**src/dpfc_pkg.sv**
```systemverilog
package dpfc_pkg;

  localparam int MODE_W      = 3;
  localparam int MAX_RESULTS = 4;
  localparam int CNT_W       = 2;

  localparam logic [MODE_W-1:0] MODE_ASIS   = 3'd0;
  localparam logic [MODE_W-1:0] MODE_SWAP16 = 3'd1;
  localparam logic [MODE_W-1:0] MODE_RGB444 = 3'd2;
  localparam logic [MODE_W-1:0] MODE_RGB332 = 3'd3;
  localparam logic [MODE_W-1:0] MODE_GRAY8  = 3'd4;
  localparam logic [MODE_W-1:0] MODE_GRAY4  = 3'd5;

  typedef struct packed {
    logic [7:0] source_byte;
    logic       source_last;
  } in_item_t;

  typedef struct packed {
    logic [7:0] out_byte;
    logic       out_valid;
    logic       out_last;
  } out_item_t;

  // One accepted item's worth of result bytes, in transmit order.
  typedef struct packed {
    logic [MAX_RESULTS-1:0][7:0] bytes;
    logic [CNT_W-1:0]            cnt_m1;
    logic                        data_valid;
    logic                        last;
  } job_t;

  function automatic logic [15:0] rgb332_pixel(input logic [7:0] v);
    logic [2:0] r;
    logic [2:0] g;
    logic [1:0] b;
    logic [4:0] b5;
    r  = v[7:5];
    g  = v[4:2];
    b  = v[1:0];
    b5 = {b, 3'b000} | {2'b00, b, 1'b0} | {4'b0000, b[1]};
    // red: r3 in the top bits, bit 1 stays clear, r3 msb lands in bit 0
    return {r, 1'b0, r[2], g, g, b5};
  endfunction

  function automatic logic [15:0] gray8_pixel(input logic [7:0] v);
    return {v[7:3], v[7:2], v[7:3]};
  endfunction

  function automatic logic [15:0] gray4_pixel(input logic [3:0] n);
    logic [5:0] g6;
    logic [4:0] g5;
    g6 = {n, n[3:2]};
    g5 = g6[5:1];
    return {g5, g6, g5};
  endfunction

endpackage

```
**src/dpfc_front.sv**
```systemverilog
module dpfc_front (
  input  logic                          clk,
  input  logic                          rst_n,
  input  logic                          cfg_valid,
  input  logic [dpfc_pkg::MODE_W-1:0]   cfg_data,
  input  logic                          in_valid,
  output logic                          in_stall,
  input  dpfc_pkg::in_item_t            in_data,
  input  logic                          q_full,
  output logic                          push,
  output dpfc_pkg::job_t                job
);

  logic [dpfc_pkg::MODE_W-1:0] mode_r;
  logic [7:0]                  held_byte_r;
  logic                        byte_phase_r;
  logic                        pixel_phase_r;
  logic [3:0]                  held_blue_r;

  logic       accept;
  logic       has_res;
  logic       hold_byte;
  logic       hold_blue;
  logic [7:0] v;
  logic       last;
  logic [3:0] r4;
  logic [3:0] g4;
  logic [3:0] b4;
  logic [15:0] pix_a;
  logic [15:0] pix_b;

  assign in_stall = q_full;
  assign accept   = in_valid && !q_full;
  assign push     = accept && has_res;
  assign v        = in_data.source_byte;
  assign last     = in_data.source_last;

  // RGB565 little endian: held byte is low, current byte is high
  assign r4 = v[7:4];
  assign g4 = {v[2:0], held_byte_r[7]};
  assign b4 = held_byte_r[4:1];

  always_comb begin
    has_res        = 1'b1;
    hold_byte      = 1'b0;
    hold_blue      = 1'b0;
    job.bytes      = '0;
    job.cnt_m1     = '0;
    job.data_valid = 1'b1;
    job.last       = last;
    pix_a          = '0;
    pix_b          = '0;
    case (mode_r)
      dpfc_pkg::MODE_SWAP16: begin
        if (!byte_phase_r) begin
          job.bytes[0] = v;
          if (!last) begin
            has_res   = 1'b0;
            hold_byte = 1'b1;
          end
        end else begin
          job.bytes[0] = v;
          job.bytes[1] = held_byte_r;
          job.cnt_m1   = 2'd1;
        end
      end
      dpfc_pkg::MODE_RGB444: begin
        if (!byte_phase_r) begin
          if (!last) begin
            has_res   = 1'b0;
            hold_byte = 1'b1;
          end else if (pixel_phase_r) begin
            job.bytes[0] = {held_blue_r, 4'h0};
          end else begin
            // empty end marker
            job.data_valid = 1'b0;
          end
        end else if (!pixel_phase_r) begin
          job.bytes[0] = {r4, g4};
          if (last) begin
            job.bytes[1] = {b4, 4'h0};
            job.cnt_m1   = 2'd1;
          end else begin
            hold_blue = 1'b1;
          end
        end else begin
          job.bytes[0] = {held_blue_r, r4};
          job.bytes[1] = {g4, b4};
          job.cnt_m1   = 2'd1;
        end
      end
      dpfc_pkg::MODE_RGB332: begin
        pix_a        = dpfc_pkg::rgb332_pixel(v);
        job.bytes[0] = pix_a[15:8];
        job.bytes[1] = pix_a[7:0];
        job.cnt_m1   = 2'd1;
      end
      dpfc_pkg::MODE_GRAY8: begin
        pix_a        = dpfc_pkg::gray8_pixel(v);
        job.bytes[0] = pix_a[15:8];
        job.bytes[1] = pix_a[7:0];
        job.cnt_m1   = 2'd1;
      end
      dpfc_pkg::MODE_GRAY4: begin
        pix_a        = dpfc_pkg::gray4_pixel(v[7:4]);
        pix_b        = dpfc_pkg::gray4_pixel(v[3:0]);
        job.bytes[0] = pix_a[15:8];
        job.bytes[1] = pix_a[7:0];
        job.bytes[2] = pix_b[15:8];
        job.bytes[3] = pix_b[7:0];
        job.cnt_m1   = 2'd3;
      end
      default: begin
        job.bytes[0] = v;
      end
    endcase
  end

  always_ff @(posedge clk) begin
    if (!rst_n) begin
      mode_r        <= dpfc_pkg::MODE_ASIS;
      byte_phase_r  <= 1'b0;
      pixel_phase_r <= 1'b0;
      held_byte_r   <= '0;
      held_blue_r   <= '0;
    end else if (cfg_valid) begin
      // mode change drops any partial word or pixel
      mode_r        <= cfg_data;
      byte_phase_r  <= 1'b0;
      pixel_phase_r <= 1'b0;
    end else if (accept) begin
      if (hold_byte) begin
        held_byte_r  <= v;
        byte_phase_r <= 1'b1;
      end else if (mode_r == dpfc_pkg::MODE_SWAP16 || mode_r == dpfc_pkg::MODE_RGB444) begin
        byte_phase_r <= 1'b0;
      end
      if (hold_blue) begin
        held_blue_r   <= b4;
        pixel_phase_r <= 1'b1;
      end else if (mode_r == dpfc_pkg::MODE_RGB444 && byte_phase_r) begin
        pixel_phase_r <= 1'b0;
      end
      if (last) begin
        byte_phase_r  <= 1'b0;
        pixel_phase_r <= 1'b0;
      end
    end
  end

endmodule

```
**src/dpfc_queue.sv**
```systemverilog
module dpfc_queue #(
  parameter int DEPTH = 2
) (
  input  logic           clk,
  input  logic           rst_n,
  input  logic           push,
  input  dpfc_pkg::job_t push_job,
  output logic           full,
  input  logic           pop,
  output logic           head_valid,
  output dpfc_pkg::job_t head_job
);

  localparam int PTR_W = (DEPTH > 1) ? $clog2(DEPTH) : 1;
  localparam int CNT_W = $clog2(DEPTH + 1);
  localparam logic [PTR_W-1:0] LAST_PTR = PTR_W'(DEPTH - 1);
  localparam logic [CNT_W-1:0] FULL_CNT = CNT_W'(DEPTH);

  dpfc_pkg::job_t       slots_r [DEPTH];
  logic [PTR_W-1:0]     wr_ptr_r;
  logic [PTR_W-1:0]     rd_ptr_r;
  logic [CNT_W-1:0]     count_r;

  assign full       = (count_r == FULL_CNT);
  assign head_valid = (count_r != '0);
  assign head_job   = slots_r[rd_ptr_r];

  always_ff @(posedge clk) begin
    if (push) begin
      slots_r[wr_ptr_r] <= push_job;
    end
  end

  always_ff @(posedge clk) begin
    if (!rst_n) begin
      wr_ptr_r <= '0;
      rd_ptr_r <= '0;
      count_r  <= '0;
    end else begin
      if (push) begin
        wr_ptr_r <= (wr_ptr_r == LAST_PTR) ? '0 : wr_ptr_r + 1'b1;
      end
      if (pop) begin
        rd_ptr_r <= (rd_ptr_r == LAST_PTR) ? '0 : rd_ptr_r + 1'b1;
      end
      if (push && !pop) begin
        count_r <= count_r + 1'b1;
      end else if (pop && !push) begin
        count_r <= count_r - 1'b1;
      end
    end
  end

endmodule

```
**src/dpfc_back.sv**
```systemverilog
module dpfc_back (
  input  logic                clk,
  input  logic                rst_n,
  input  logic                q_valid,
  input  dpfc_pkg::job_t      q_job,
  output logic                pop,
  output logic                out_valid,
  input  logic                out_stall,
  output dpfc_pkg::out_item_t out_data
);

  dpfc_pkg::job_t                job_r;
  logic [dpfc_pkg::CNT_W-1:0]    idx_r;
  logic                          busy_r;
  logic                          out_valid_r;
  dpfc_pkg::out_item_t           out_data_r;

  logic load_ok;
  logic advance;
  logic at_end;
  logic done;

  assign load_ok = !out_valid_r || !out_stall;
  assign advance = busy_r && load_ok;
  assign at_end  = (idx_r == job_r.cnt_m1);
  assign done    = advance && at_end;
  // refill the working register on the cycle its last byte goes out
  assign pop     = q_valid && (!busy_r || done);

  assign out_valid = out_valid_r;
  assign out_data  = out_data_r;

  always_ff @(posedge clk) begin
    if (!rst_n) begin
      busy_r <= 1'b0;
      idx_r  <= '0;
    end else if (pop) begin
      busy_r <= 1'b1;
      idx_r  <= '0;
    end else if (done) begin
      busy_r <= 1'b0;
    end else if (advance) begin
      idx_r <= idx_r + 1'b1;
    end
  end

  always_ff @(posedge clk) begin
    if (pop) begin
      job_r <= q_job;
    end
  end

  always_ff @(posedge clk) begin
    if (!rst_n) begin
      out_valid_r <= 1'b0;
    end else if (advance) begin
      out_valid_r <= 1'b1;
    end else if (!out_stall) begin
      out_valid_r <= 1'b0;
    end
  end

  always_ff @(posedge clk) begin
    if (advance) begin
      out_data_r.out_byte  <= job_r.bytes[idx_r];
      out_data_r.out_valid <= job_r.data_valid;
      out_data_r.out_last  <= job_r.last && at_end;
    end
  end

endmodule

```
**src/display_pixel_format_converter_top.sv**
```systemverilog
// Display pixel format converter: turns a display byte stream into one of six
// forms picked by the mode register (as-is, swap16, RGB565LE to RGB444, or
// RGB332 / gray8 / gray4 expanded to big-endian RGB565).
// Input channel in_valid/in_stall/in_data carries one source byte and its
// frame-end flag per transfer. Output channel out_valid/out_stall/out_data
// carries one result byte per transfer; out_data.out_valid low marks an empty
// end marker. The user must write the mode (cfg_valid/cfg_ready/cfg_data) only
// while the block is idle; the block does not enforce this. A write drops any
// partial word or pixel. Items pass the queue, then the working register, then
// the output register. Throughput: one result byte per cycle while out_stall
// is low, set by the single-byte output register; an item gives 1 (as-is),
// 0 to 2 (swap16, RGB444), 2 (RGB332, gray8) or 4 (gray4) result bytes.
// A front stage classifies and converts items into jobs, a queue of
// QUEUE_DEPTH jobs decouples it from the byte serializer at the back.
// Synchronous reset clears mode to as-is and drops all pending data. When the
// receiver stalls, the output holds and the queue fills; in_stall rises once
// the queue is full.
module display_pixel_format_converter_top #(
  parameter int QUEUE_DEPTH = 2
) (
  input  logic                          clk,
  input  logic                          rst_n,
  input  logic                          cfg_valid,
  output logic                          cfg_ready,
  input  logic [dpfc_pkg::MODE_W-1:0]   cfg_data,
  input  logic                          in_valid,
  output logic                          in_stall,
  input  dpfc_pkg::in_item_t            in_data,
  output logic                          out_valid,
  input  logic                          out_stall,
  output dpfc_pkg::out_item_t           out_data
);

  logic           q_full;
  logic           push;
  dpfc_pkg::job_t push_job;
  logic           pop;
  logic           head_valid;
  dpfc_pkg::job_t head_job;

  assign cfg_ready = 1'b1;

  dpfc_front u_front (
    .clk       (clk),
    .rst_n     (rst_n),
    .cfg_valid (cfg_valid),
    .cfg_data  (cfg_data),
    .in_valid  (in_valid),
    .in_stall  (in_stall),
    .in_data   (in_data),
    .q_full    (q_full),
    .push      (push),
    .job       (push_job)
  );

  dpfc_queue #(
    .DEPTH (QUEUE_DEPTH)
  ) u_queue (
    .clk        (clk),
    .rst_n      (rst_n),
    .push       (push),
    .push_job   (push_job),
    .full       (q_full),
    .pop        (pop),
    .head_valid (head_valid),
    .head_job   (head_job)
  );

  dpfc_back u_back (
    .clk       (clk),
    .rst_n     (rst_n),
    .q_valid   (head_valid),
    .q_job     (head_job),
    .pop       (pop),
    .out_valid (out_valid),
    .out_stall (out_stall),
    .out_data  (out_data)
  );

endmodule

```
**config.mk**
```make
export PLATFORM = sky130hd
export DESIGN_NAME = display_pixel_format_converter_top
export DESIGN_NICKNAME = d
export VERILOG_FILES = /design/src/dpfc_pkg.sv /design/src/dpfc_front.sv /design/src/dpfc_queue.sv /design/src/dpfc_back.sv /design/src/display_pixel_format_converter_top.sv
export SDC_FILE = /design/constraint.sdc
export NUM_CORES = 1
export LEC_CHECK = 0
export ABC_AREA = 1
export BUFFER_PORTS_ARGS = -buffer_cell sky130_fd_sc_hd__clkbuf_2
export CELL_PAD_IN_SITES_DETAIL_PLACEMENT = 1
export CELL_PAD_IN_SITES_GLOBAL_PLACEMENT = 2
export CORE_UTILIZATION = 26
export CTS_CLUSTER_SIZE = 10
export DETAILED_ROUTE_END_ITERATION = 12
export GPL_TIMING_DRIVEN = 0
export PLACE_DENSITY = 0.52
export SYNTH_ARGS = -nofsm -noshare
export SYNTH_HDL_FRONTEND = slang
export SYNTH_HIERARCHICAL = 1
export SYNTH_SLANG_ARGS = --single-unit
```
**constraint.sdc**
```tcl
create_clock -name clk -period 7.9 [get_ports clk]
set_input_delay 1.975 -clock clk [delete_from_list [all_inputs] [get_ports clk]]
set_output_delay 1.975 -clock clk [all_outputs]
set_load 0.02 [all_outputs]
```
# Yosys cells after proc, flatten, opt, wreduce, memory -nomap -nowiden
# Memories as Yosys holds them, arrays and structs flattened. A register that Yosys moved wholly into a read port is not among the register bits.
# Index checks and enable logic that the tools add are counted.
# totals
register_bits	35
mem_bits_rw	72
input_bits	17
output_inout_bits	13
wordCells	111
mem_count	1
# mem_list
memory	words	width	rd	rd_ports_with_merged_regs	write_ports	line	source
u_queue.slots_r	2	36	1	1	1	dpfc_queue.sv:19	dpfc_pkg::job_t slots_r [DEPTH];
# op_classes
n_addsub	5
order_cmp	1
eq_ne	8
muxes	45
n_bitwise	5
n_reduce_logical	32
# op_table
cell	count
2-to-1 mux 8 bit	7
one-hot mux 8 bit (5 select lines)	1
one-hot mux 8 bit (4 select lines)	1
2-to-1 mux 1 bit	29
2-to-1 mux 18 bit	1
binary-select mux 8 bit (select 2 bit)	1
2-to-1 mux 16 bit	1
logical AND 1 bit	9
one-hot mux 2 bit (4 select lines)	1
OR reduction 2 bit	4
equality test 3 x 2 -> 1 bit, second input constant	2
equality test 3 bit, second input constant	2
logical NOT 1 bit	6
2-to-1 mux 2 bit	3
AND reduction 2 bit	3
AND reduction 3 bit	2
nonzero test 2 bit	3
nonzero test 3 bit	2
bitwise OR 5 x 1 -> 5 bit	1
bitwise OR 5 x 3 -> 5 bit	1
adder 2 x 1 -> 2 bit, second input constant	2
equality test 3 x 1 -> 1 bit, second input constant	1
logical OR 1 bit	3
< comparator 2 x 3 -> 1 bit, second input constant	1
other kinds (6)	9

# Logic depth before layout (Yosys ltp)
# Gate-level depths: netlist of the first run.
# depth
word_depth	9
depth_mapped	15
depth_no_buf	15

# Hierarchy
# Netlist of the first run, hierarchy kept.
# by_module_without_submodules
mod	n_inst	cells_per_inst	area_per_inst_um2
dpfc_queue	1	147	2979.1
dpfc_back	1	127	1853.0
dpfc_front	1	240	1373.8
display_pixel_format_converter_top	1	2	11.3

# Least setup slack after synthesis of the first run
# OpenSTA, ideal clock, no wires.
# synth_path
kind	in2reg
from	input in_valid
to	memory u_queue/slots_r[0][0] (netlist bit) (enable)
setup_time_ns	0.429
arrival_ns	3.869
required_time_ns	7.471
path_slack_ns	3.602
stages	4
n_path_buf	0
cell_sequence	nand2_1 a21oi_1 inv_1 nor2_1
# synth_between
elab_chain_cells	4
# synth_rtl
element	line	source
from (decl)	display_pixel_format_converter_top.sv:26	input logic in_valid,
logical AND 1 bit	dpfc_front.sv:33	assign accept = in_valid && !q_full;
logical AND 1 bit	dpfc_front.sv:34	assign push = accept && has_res;
via push	display_pixel_format_converter_top.sv:35	logic push;
2-to-1 mux 1 bit	dpfc_queue.sv:29	if (push) begin
2-to-1 mux 1 bit (not written as such)	dpfc_queue.sv:30	slots_r[wr_ptr_r] <= push_job;
to (decl)	dpfc_queue.sv:19	
# The timed path passes the listed nets, and every way through them passes these cells.

# Worst setup path after layout of the first run
# layout_path
from	input out_stall
to	register u_queue.count_r[1]
# layout_between
elab_chain_cells	9
word_cells_on_any_way	11
classes_between	1 x mux; 10 x reduce/logical
# layout_rtl
element	line	source
from (decl)	display_pixel_format_converter_top.sv:30	input logic out_stall,
logical NOT 1 bit *	dpfc_back.sv:23	assign load_ok = !out_valid_r || !out_stall;
logical OR 1 bit *	dpfc_back.sv:23	
logical AND 1 bit *	dpfc_back.sv:24	assign advance = busy_r && load_ok;
logical AND 1 bit *	dpfc_back.sv:26	assign done = advance && at_end;
logical OR 1 bit *	dpfc_back.sv:28	assign pop = q_valid && (!busy_r || done);
logical AND 1 bit *	dpfc_back.sv:28	
via pop	display_pixel_format_converter_top.sv:37	logic pop;
logical NOT 1 bit	dpfc_queue.sv:46	if (push && !pop) begin
logical AND 1 bit	dpfc_queue.sv:46	
2-to-1 mux 2 bit or nonzero test 2 bit (tied branches)	n/a	
to (signal assigned)	dpfc_queue.sv:47	count_r <= count_r + 1'b1;
to (signal assigned)	dpfc_queue.sv:49	count_r <= count_r - 1'b1;
to (decl)	dpfc_queue.sv:22	logic [CNT_W-1:0] count_r;
# Mark *: on every way through the listed nets, which the timed path passes. The rest lies on a longest branch.
# A chain may end at the register's enable or synchronous reset.

==> results.py, run 1 <==
metrics = {
    "status": {
        "status": "finished clean",
    },
    "floorplan": {
        "die_x_um": 157,
        "die_h_um": 157,
        "rows": 56,
        "initial_core_util": 0.265,
        "ios": 30,
        "dieArea_mm2": 0.0245,
        "core-area_mm2": 0.0235,
    },
    "drt": {
        "firstDrtPassIters": 4,
        "drtIter0Drc": 132,
        "drcViolationCount": 0,
        "vias": 3850,
        "drt-total-wl_um": 15100,
        "final_antenna_net_count": 0,
        "viasPerCell": 4.30,
        "wire_per_inst_um": 16.8,
    },
    "setup_path": {
        "cp.arrival_ns": 3.88,
        "cp-start-kind": "input pin",
        "criticalPathCategory": "input pin to flip-flop",
        "cp.required_ns": 8.26,
        "end_kind": "flip-flop",
        "crit_fanout": 39,
    },
    "finish": {
        "area_delta_synth_final_pct": 18.7,
        "drive_gt1_frac": 0.251,
        "num_antenna_cells": 0,
        "nets": 582,
    },
    "pwr": {
        "p_total_mw": 2.53,
        "ir_drop_mv": 0.126,
        "power_density_mw_per_mm2": 343,
        "p_leak_nw": 2.82,
    },
    "cts": {
        "cts_max_level": 4,
        "clock_latency_ns": 0.43,
        "holdBufCountCts": 0,
        "postCtsSetupBuffers": 0,
        "root_buffer": "clkbuf_16",
        "cts-buffers-inserted": 17,
        "cts_buffer_depth": 2,
        "clock-sinks": 144,
        "cts_tree": "built",
        "post_cts_resized": 0,
        "clk_pin_slew_worst_paths_ns": 0.06,
    },
    "synthesis": {
        "yosysMostFrequentCell": "edfxtp_1",
        "syn_inst": 516,
        "ys_seq_area_frac": 0.654,
        "yosys-top-cells-area": "edfxtp_1, dfxtp_1, mux2_4",
        "async_flop_share": 0,
        "synth-edff-count": 118,
        "synth_ff_type": "edfxtp_1",
        "syn_avg_cell_area_um2": 12.0,
        "yosys_warnings": 6,
        "ys_ff_latch": 144,
        "syn_area_mm2": 0.00622,
        "synth_nets": 534,
        "yosysTopAreaCell": "edfxtp_1",
        "synth_commonest_cells": "edfxtp_1, nand2_1, nor2_1, inv_1, mux2_4",
        "synthDominantCellAreaShare": 0.570,
        "synthDistinctLibCells": 29,
    },
    "grt": {
        "track_usage": 0.130,
        "grt_pass1_wl_um": 23000,
        "grt_remaining_overflow": 0,
        "grt_pass1_vias": 4067,
        "antenna_found_initial": 0,
        "grt_max_degree": 40,
    },
    "timing": {
        "setup_violations": 0,
        "drv_slew": 0,
        "finalSetupTns_ns": 0,
        "max_freq_ghz": 0.284,
        "fin_worst_skew_ns": 0.0122,
        "fin_crit_sh": 0.446,
        "fin_crit_ns": 3.52,
        "worst_pin_slew_ns": 0.887,
        "relSlewSlack": 0.408,
        "hold_viol": 0,
        "rsz0062_at_grt": "false",
    },
    "placement": {
        "hpwl_um": 10900,
        "place.gp.congestion": 0.818,
        "io_buffers": 28,
    },
    "min_path": {
        "min_path_type": "flip-flop to flip-flop",
    },
    "flow_run": {
        "max_cap_viol_count": 0,
    },
}
layout make-up:
class                      count  area, um^2
clock inverter                15         168
clock buffer                  17         425
multi-input combinational    295        1740
tap                          319         399
inverter                      50         188
buffer                        27         238
sequential                   144        4060
fill                        2557       16100
timing repair buffer          29         160
state kept, by name (all words and copies together), names as in the netlist, 2 cells and up, named ones only:
signal               cells
u_front/held_byte_r      8
u_front/held_blue_r      4
u_back/job_r            36
u_back/idx_r             2
u_back/out_data         10
u_front/mode_r           3
u_queue/count_r          2
u_queue/slots_r         72
cells in the final DEF, fill, tap and decap left out, drive strengths merged, types with 3 or more instances in the layout:
master	count
a21oi	19
edfxtp	118
clkinv	3
clkbuf	47
nand3	28
dfxtp	26
nor2	64
nand2	91
mux2	36
o21ai	24
buf	26
inv	60
nand4	14
o22ai	13
worst max-delay path: stages:
cell and delay, ns:
clkbuf_2 0.11, nand2_1 0.09, nand3_1 0.08, nand2_1 0.11, nand2_2 0.07, inv_2 0.62
inv_1 0.13, ha_1 0.34, inv_1 0.08, nand3_1 0.08, nand2_1 0.06, inv_1 0.04
nor2_1 0.08
report_power, final:
part | total, mW | internal [mW] | switching (mW) | leakage, nW
clock | 0.806 | 0.451 | 0.355 | 0.292
sequential | 1.13 | 1.07 | 0.0593 | 1.33
combinational | 0.597 | 0.242 | 0.356 | 1.20
per-layer routing:
metal / part of all wire / vias to the layer above / track usage / wire length [um]
li1: - / 1877 / - / -
met1: 0.47 / 1903 / 0.160 / 7110
met2: 0.48 / 54 / 0.217 / 7240
met3: 0.029 / 16 / 0.0318 / 434
met4: 0.018 / 0 / 0.0528 / 278
met5: 0 / - / 0 / 0
final timing paths:
kind | startpoint | end | slack, ns | depth (start not counted)
max | out_stall | u_queue/count_r[1] | 4.38 | 13
min | u_back/job_r[1] | u_back/out_data[1] | 0.44 | 0
max reg2reg | u_back/job_r[2] | u_queue/count_r[1] | 5.50 | 12
min reg2reg | u_back/job_r[1] | u_back/out_data[1] | 0.44 | 0
through the flow:
step	utilization	cells	worst slack (ns)	area, um^2	hold slack, ns
2_1_floorplan	-	516	3.60	6220	0.400
3_3_place_gp	0.288	863	2.05	6760	0.419
3_5_place_dp	0.289	864	3.88	6780	0.429
4_1_cts	0.314	896	4.33	7380	0.448
5_1_grt	0.314	896	4.13	7380	0.454
6_report	0.314	896	4.38	7380	0.444
logic make-up (layout without fill, tap and decap cells):
group / Yosys count / after routing / share of synthesized area
flip-flops: 144 / 144 / 0.654
AND/OR/NAND/NOR: 198 / 198 / 0.138
other: 1 / 1 / 0.000603
multiplexers: 36 / 36 / 0.0833
AO/OA/AOI/OAI: 57 / 57 / 0.0509
adder cells (fa/ha/maj): 1 / 1 / 0.00201
XOR/XNOR: 2 / 2 / 0.00282
buffers and inverters: 77 / 138 / 0.0684
(Power assumes the default switching activity.)
==> inputs of run 2 (changes only) <==
--- a/config.mk
+++ b/config.mk
@@ -13,7 +13,7 @@
 export CTS_CLUSTER_SIZE = 10
 export DETAILED_ROUTE_END_ITERATION = 12
 export GPL_TIMING_DRIVEN = 0
-export PLACE_DENSITY = 0.52
+export PLACE_DENSITY = 0.54
 export SYNTH_ARGS = -nofsm -noshare
 export SYNTH_HDL_FRONTEND = slang
 export SYNTH_HIERARCHICAL = 1
==> constraint.sdc (replaced) <==
create_clock -name clk -period 3 [get_ports clk]
set_input_delay 0.75 -clock clk [delete_from_list [all_inputs] [get_ports clk]]
set_output_delay 0.75 -clock clk [all_outputs]
set_load 0.02 [all_outputs]
==> run 2 against run 1 <==
Net effect:
- via count fell by 2.2%
- first-iteration DRC count rose by 34%
- setup slack got worse by 3.8 ns
- wire length fell by 2.2%
- combinational power rose to 2.7 times the previous value
- clock power rose to 2.6 times the previous value
- sequential power rose to 2.6 times the previous value
- count of clock-buffer cells in the layout did not move
- final area fell by 0.22%
- critical path depth fell by 1
- critical path type is now flip-flop to flip-flop
- critical endpoint unchanged
- largest cell class unchanged
- largest power group unchanged
==> results.py, run 2 (synthesized netlist as in run 1, its figures left out) <==
metrics = {
    "status": {
        "status": "finished clean",
    },
    "timing": {
        "relSlewSlack": 0.413,
        "rsz0062_at_grt": "false",
        "fin_worst_skew_ns": 0.0104,
        "setup_violations": 0,
        "fin_crit_sh": 0.805,
        "worst_pin_slew_ns": 0.879,
        "setup_ws_ns": 0.584,
        "finalSetupTns_ns": 0,
        "hold_viol": 0,
        "fin_crit_ns": 2.42,
        "max_freq_ghz": 0.414,
        "drv_slew": 0,
    },
    "cts": {
        "post_cts_resized": 0,
        "holdBufCountCts": 0,
        "clock_latency_ns": 0.42,
        "clock-sinks": 144,
        "cts_max_level": 4,
        "cts_buffer_depth": 2,
        "cts-buffers-inserted": 17,
        "clk_pin_slew_worst_paths_ns": 0.06,
        "root_buffer": "clkbuf_16",
        "cts_tree": "built",
        "postCtsSetupBuffers": 0,
    },
    "finish": {
        "area_delta_synth_final_pct": 18.4,
        "fin_cells": 896,
        "largest_reg_flops": 72,
        "final_cell_mix": "edfxtp_1, nand2_1, nor2_1, inv_1, mux2_4",
        "regMostFlops": "u_queue/slots_r",
        "drive_gt1_frac": 0.250,
        "nets": 582,
        "mostFrequentLayoutCell": "edfxtp_1",
        "num_antenna_cells": 0,
    },
    "setup_path": {
        "end_kind": "flip-flop",
        "crit_fanout": 39,
        "crit_chain": "xnor2_1, nand3_1, nand2_1, nand2_2, inv_2, inv_1, ha_1, inv_1, nand3_1, nand2_1, inv_1, nor2_1",
        "slowest_stage": "inv_2",
        "critPathLaunch": "u_back/job_r[2]",
        "critPathCapture": "u_queue/count_r[1]",
        "regToRegEndpoint": "u_queue/count_r[1]",
        "r2r_setup_slack_ns": 0.58,
        "r2r-start": "u_back/job_r[2]",
        "cp.required_ns": 3.36,
        "path_common_cell": "inv_1",
        "reg2reg_depth": 12,
        "criticalPathCategory": "flip-flop to flip-flop",
        "critPathMaxStageDelay_ns": 0.62,
        "cp-start-kind": "flip-flop",
        "cp.arrival_ns": 2.77,
    },
    "placement": {
        "place_ws_ns": 0.190,
        "place_inst": 864,
        "io_buffers": 28,
        "place.gp.congestion": 0.831,
        "hpwl_um": 10800,
    },
    "grt": {
        "grt_remaining_overflow": 0,
        "antenna_found_initial": 0,
        "grt_max_degree": 40,
        "grt_pass1_vias": 4112,
        "track_usage": 0.133,
        "grt_pass1_wl_um": 23600,
    },
    "drt": {
        "vias": 3765,
        "firstDrtPassIters": 4,
        "drcViolationCount": 0,
        "drtIter0Drc": 177,
        "viasPerCell": 4.20,
        "drt-total-wl_um": 14700,
        "final_antenna_net_count": 0,
        "wire_per_inst_um": 16.4,
    },
    "floorplan": {
        "rows": 56,
        "die_h_um": 157,
        "initial_core_util": 0.265,
        "dieArea_mm2": 0.0245,
        "core-area_mm2": 0.0235,
        "die_x_um": 157,
        "ios": 30,
    },
    "min_path": {
        "min_path_type": "flip-flop to flip-flop",
    },
    "flow_run": {
        "max_cap_viol_count": 0,
    },
    "pwr": {
        "power_density_mw_per_mm2": 901,
        "ir_drop_mv": 0.344,
        "p_total_mw": 6.63,
        "p_leak_nw": 2.80,
    },
}
[run 2: worst max-delay path, delay by kind of cell (launching register included)]
family | cells | cell delay [ns]
buffers and inverters | 4 | 0.85
and+or+nand+nor | 6 | 0.51
DFF | 1 | 0.38
adders and majority gates | 1 | 0.34
xor gates and xnor gates | 1 | 0.24
[run 2: how the worst min path moves through the flow]
stage	cells after the start	from	end	slack (ns)
2_1_floorplan	0	u_back/job_r[1]	u_back/out_data[1]	0.40
3_3_place_gp	0	u_back/job_r[1]	u_back/out_data[1]	0.41
3_5_place_dp	0	u_back/job_r[1]	u_back/out_data[1]	0.41
4_1_cts	0	u_back/job_r[1]	u_back/out_data[1]	0.42
5_1_grt	0	u_back/job_r[1]	u_back/out_data[1]	0.43
6_report	0	u_back/job_r[1]	u_back/out_data[1]	0.42
[run 2: area by class of cell]
type | instances | area [um^2]
plain buffers | 27 | 238
clock buffers | 17 | 425
clock inverters | 15 | 151
fillers | 2582 | 16100
inverters | 50 | 188
multi-input cells | 295 | 1740
flip-flops and latches | 144 | 4060
well taps | 319 | 399
repair buffers | 29 | 160
[run 2: stage by stage]
step / hold WS, ns / instance area (um^2) / util
3_5_place_dp: 0.411 / 6780 / 0.289
2_1_floorplan: 0.400 / 6220 / -
3_3_place_gp: 0.411 / 6760 / 0.288
6_report: 0.419 / 7360 / 0.314
5_1_grt: 0.434 / 7360 / 0.314
4_1_cts: 0.424 / 7360 / 0.314
[run 2: metal layers]
metal,up-vias,global-route usage,share of wire
li1,1873,-,-
met1,1834,0.164,0.47
met2,42,0.223,0.49
met3,16,0.0324,0.023
met4,0,0.0495,0.015
met5,-,0,0
[run 2: power breakdown]
part	leakage, nW	internal [mW]	switching [mW]
logic	1.20	0.637	0.949
registers	1.33	2.81	0.153
clock network	0.275	1.17	0.911
total	2.80	4.62	2.01
==> inputs of run 3 (changes only) <==
--- a/config.mk
+++ b/config.mk
@@ -13,7 +13,7 @@
 export CTS_CLUSTER_SIZE = 10
 export DETAILED_ROUTE_END_ITERATION = 12
 export GPL_TIMING_DRIVEN = 0
-export PLACE_DENSITY = 0.54
+export PLACE_DENSITY = 0.52
 export SYNTH_ARGS = -nofsm -noshare
 export SYNTH_HDL_FRONTEND = slang
 export SYNTH_HIERARCHICAL = 1
==> constraint.sdc (replaced) <==
create_clock -name clk -period 2.5 [get_ports clk]
set_input_delay 0.625 -clock clk [delete_from_list [all_inputs] [get_ports clk]]
set_output_delay 0.625 -clock clk [all_outputs]
set_load 0.02 [all_outputs]
==> run 3 against run 2 <==
Net effect:
- setup slack worse by 0.35 ns
- final area about the same
- power up 20%
- highest routed layer unchanged
- sequential share of layout area about the same
- critical path type unchanged
- count of clock-buffer cells in the layout unchanged
- hold slack better by 0.011 ns
- first-iteration DRC count unchanged
- global-route usage down 0.055 points
- final cell count unchanged
- clock skew down 0.00070 ns
- fmax up 6.6%
- die area unchanged
==> results.py, run 3 (synthesized netlist as in run 1, its figures left out) <==
metrics = {
    "status": {
        "status": "finished clean",
    },
    "drt": {
        "vias": 3829,
        "firstDrtPassIters": 4,
        "wire_per_inst_um": 16.7,
        "drt-total-wl_um": 15000,
        "drtIter0Drc": 177,
        "viasPerCell": 4.27,
        "final_antenna_net_count": 0,
        "drcViolationCount": 0,
    },
    "timing": {
        "hold_viol": 0,
        "fin_crit_ns": 2.27,
        "rsz0062_at_grt": "false",
        "fin_crit_sh": 0.907,
        "max_freq_ghz": 0.441,
        "fin_worst_skew_ns": 0.00971,
        "setup_ws_ns": 0.233,
        "relSlewSlack": 0.502,
        "worst_pin_slew_ns": 0.744,
        "drv_slew": 0,
        "setup_violations": 0,
    },
    "finish": {
        "mostFrequentLayoutCell": "edfxtp_1",
        "final_cell_mix": "edfxtp_1, nand2_1, nor2_1, inv_1, mux2_4",
        "fin_cells": 896,
        "regMostFlops": "u_queue/slots_r",
        "area_delta_synth_final_pct": 18.5,
        "largest_reg_flops": 72,
        "drive_gt1_frac": 0.251,
        "nets": 582,
        "num_antenna_cells": 0,
        "fillCellCount": 2545,
        "final_util": 0.314,
        "final_area_mm2": 0.00736,
    },
    "pwr": {
        "p_leak_nw": 2.81,
        "power_density_mw_per_mm2": 1080,
        "p_total_mw": 7.93,
        "ir_drop_mv": 0.442,
    },
    "placement": {
        "io_buffers": 28,
        "hpwl_um": 10800,
        "place.gp.congestion": 0.809,
        "place_inst": 864,
        "placed_area_mm2": 0.00678,
        "place_ws_ns": -0.197,
    },
    "setup_path": {
        "cp_top_family": "buffers and inverters",
        "r2r-start": "u_front/mode_r[0]",
        "slowest_stage": "clkinv_2",
        "r2r_setup_slack_ns": 0.23,
        "cp-start-kind": "flip-flop",
        "crit_fanout": 36,
        "end_kind": "flip-flop",
        "regToRegEndpoint": "u_queue/slots_r[1][24]",
        "reg2reg_depth": 6,
        "cp.arrival_ns": 2.31,
        "crit_chain": "inv_2, nand3_2, nand2_2, a21oi_1, nand2_1, clkinv_2",
        "criticalPathCategory": "flip-flop to flip-flop",
        "critPathMaxStageDelay_ns": 0.50,
        "cp.required_ns": 2.54,
        "path_buf_inv": 2,
    },
    "floorplan": {
        "die_x_um": 157,
        "rows": 56,
        "die_h_um": 157,
        "ios": 30,
        "dieArea_mm2": 0.0245,
        "initial_core_util": 0.265,
        "core-area_mm2": 0.0235,
    },
    "min_path": {
        "hp-start": "u_back/job_r[1]",
        "min_path_type": "flip-flop to flip-flop",
        "hold_end": "u_back/out_data[1]",
        "hold_depth": 0,
    },
    "cts": {
        "clock_latency_ns": 0.41,
        "postCtsSetupBuffers": 0,
        "cts-buffers-inserted": 17,
        "cts_buffer_depth": 2,
        "cts_max_level": 4,
        "root_buffer": "clkbuf_16",
        "clk_pin_slew_worst_paths_ns": 0.06,
        "cts_tree": "built",
        "clock-sinks": 144,
    },
    "grt": {
        "grt_pass1_wl_um": 23400,
        "antenna_found_initial": 0,
        "grt_remaining_overflow": 0,
        "grt_max_degree": 40,
        "grt_pass1_vias": 4034,
        "track_usage": 0.132,
    },
    "flow_run": {
        "max_cap_viol_count": 0,
    },
}
## run 3: cell count changes in the layout (fill, tap and decap cells not counted), sizes merged
cell and delta:
inv -2, clkinv +3, clkinvlp -1
## run 3: through the flow
step	hold WS (ns)	setup TNS (ns)
2_1_floorplan	0.400	0
3_3_place_gp	0.416	-70.47
3_5_place_dp	0.422	-4.41
4_1_cts	0.441	0
5_1_grt	0.445	0
6_report	0.430	0
## run 3: layout make-up
cell class                 count  area, um^2  share of cell area
inverter                      50         191              0.0260
clock inverter                15         151              0.0206
multi-input combinational    295        1740               0.236
tap                          319         399              0.0542
sequential                   144        4060               0.552
timing repair buffer          29         160              0.0217
buffer                        27         238              0.0323
clock buffer                  17         425              0.0578
## run 3: worst max-delay path by stage
stage                      start                endpoint  slack [ns]  cells past startpoint
2_1_floorplan          out_stall      u_queue/count_r[1]        0.05                     12
3_3_place_gp          in_data[0]  u_queue/slots_r[0][34]       -1.03                      5
3_5_place_dp           out_stall      u_queue/count_r[1]       -0.20                     13
4_1_cts        u_front/mode_r[0]  u_queue/slots_r[1][24]        0.02                      6
5_1_grt          u_back/job_r[2]      u_queue/count_r[1]        0.08                     12
6_report       u_front/mode_r[0]  u_queue/slots_r[1][24]        0.23                      6
## run 3: power breakdown
part	internal [mW]	switching, mW	leakage [nW]	total, mW
Clock	1.40	1.06	0.279	2.46
Sequential	3.38	0.193	1.33	3.57
Combinational	0.766	1.13	1.20	1.90
Total	5.54	2.39	2.81	7.93
## run 3: what timing repair did
action / CTS / global route
endpoints found under the setup margin: 1 / 36
gates resized for setup: 1 / 1
hold buffers: 0 / 0
cloned: 0 / 0
## run 3: metal layers
layer	share of wire	track usage	vias to the layer above
li1	-	-	1879
met4	0.017	0.0514	0
met1	0.47	0.168	1872
met2	0.49	0.219	59
met3	0.023	0.0282	19
met5	0	0	-
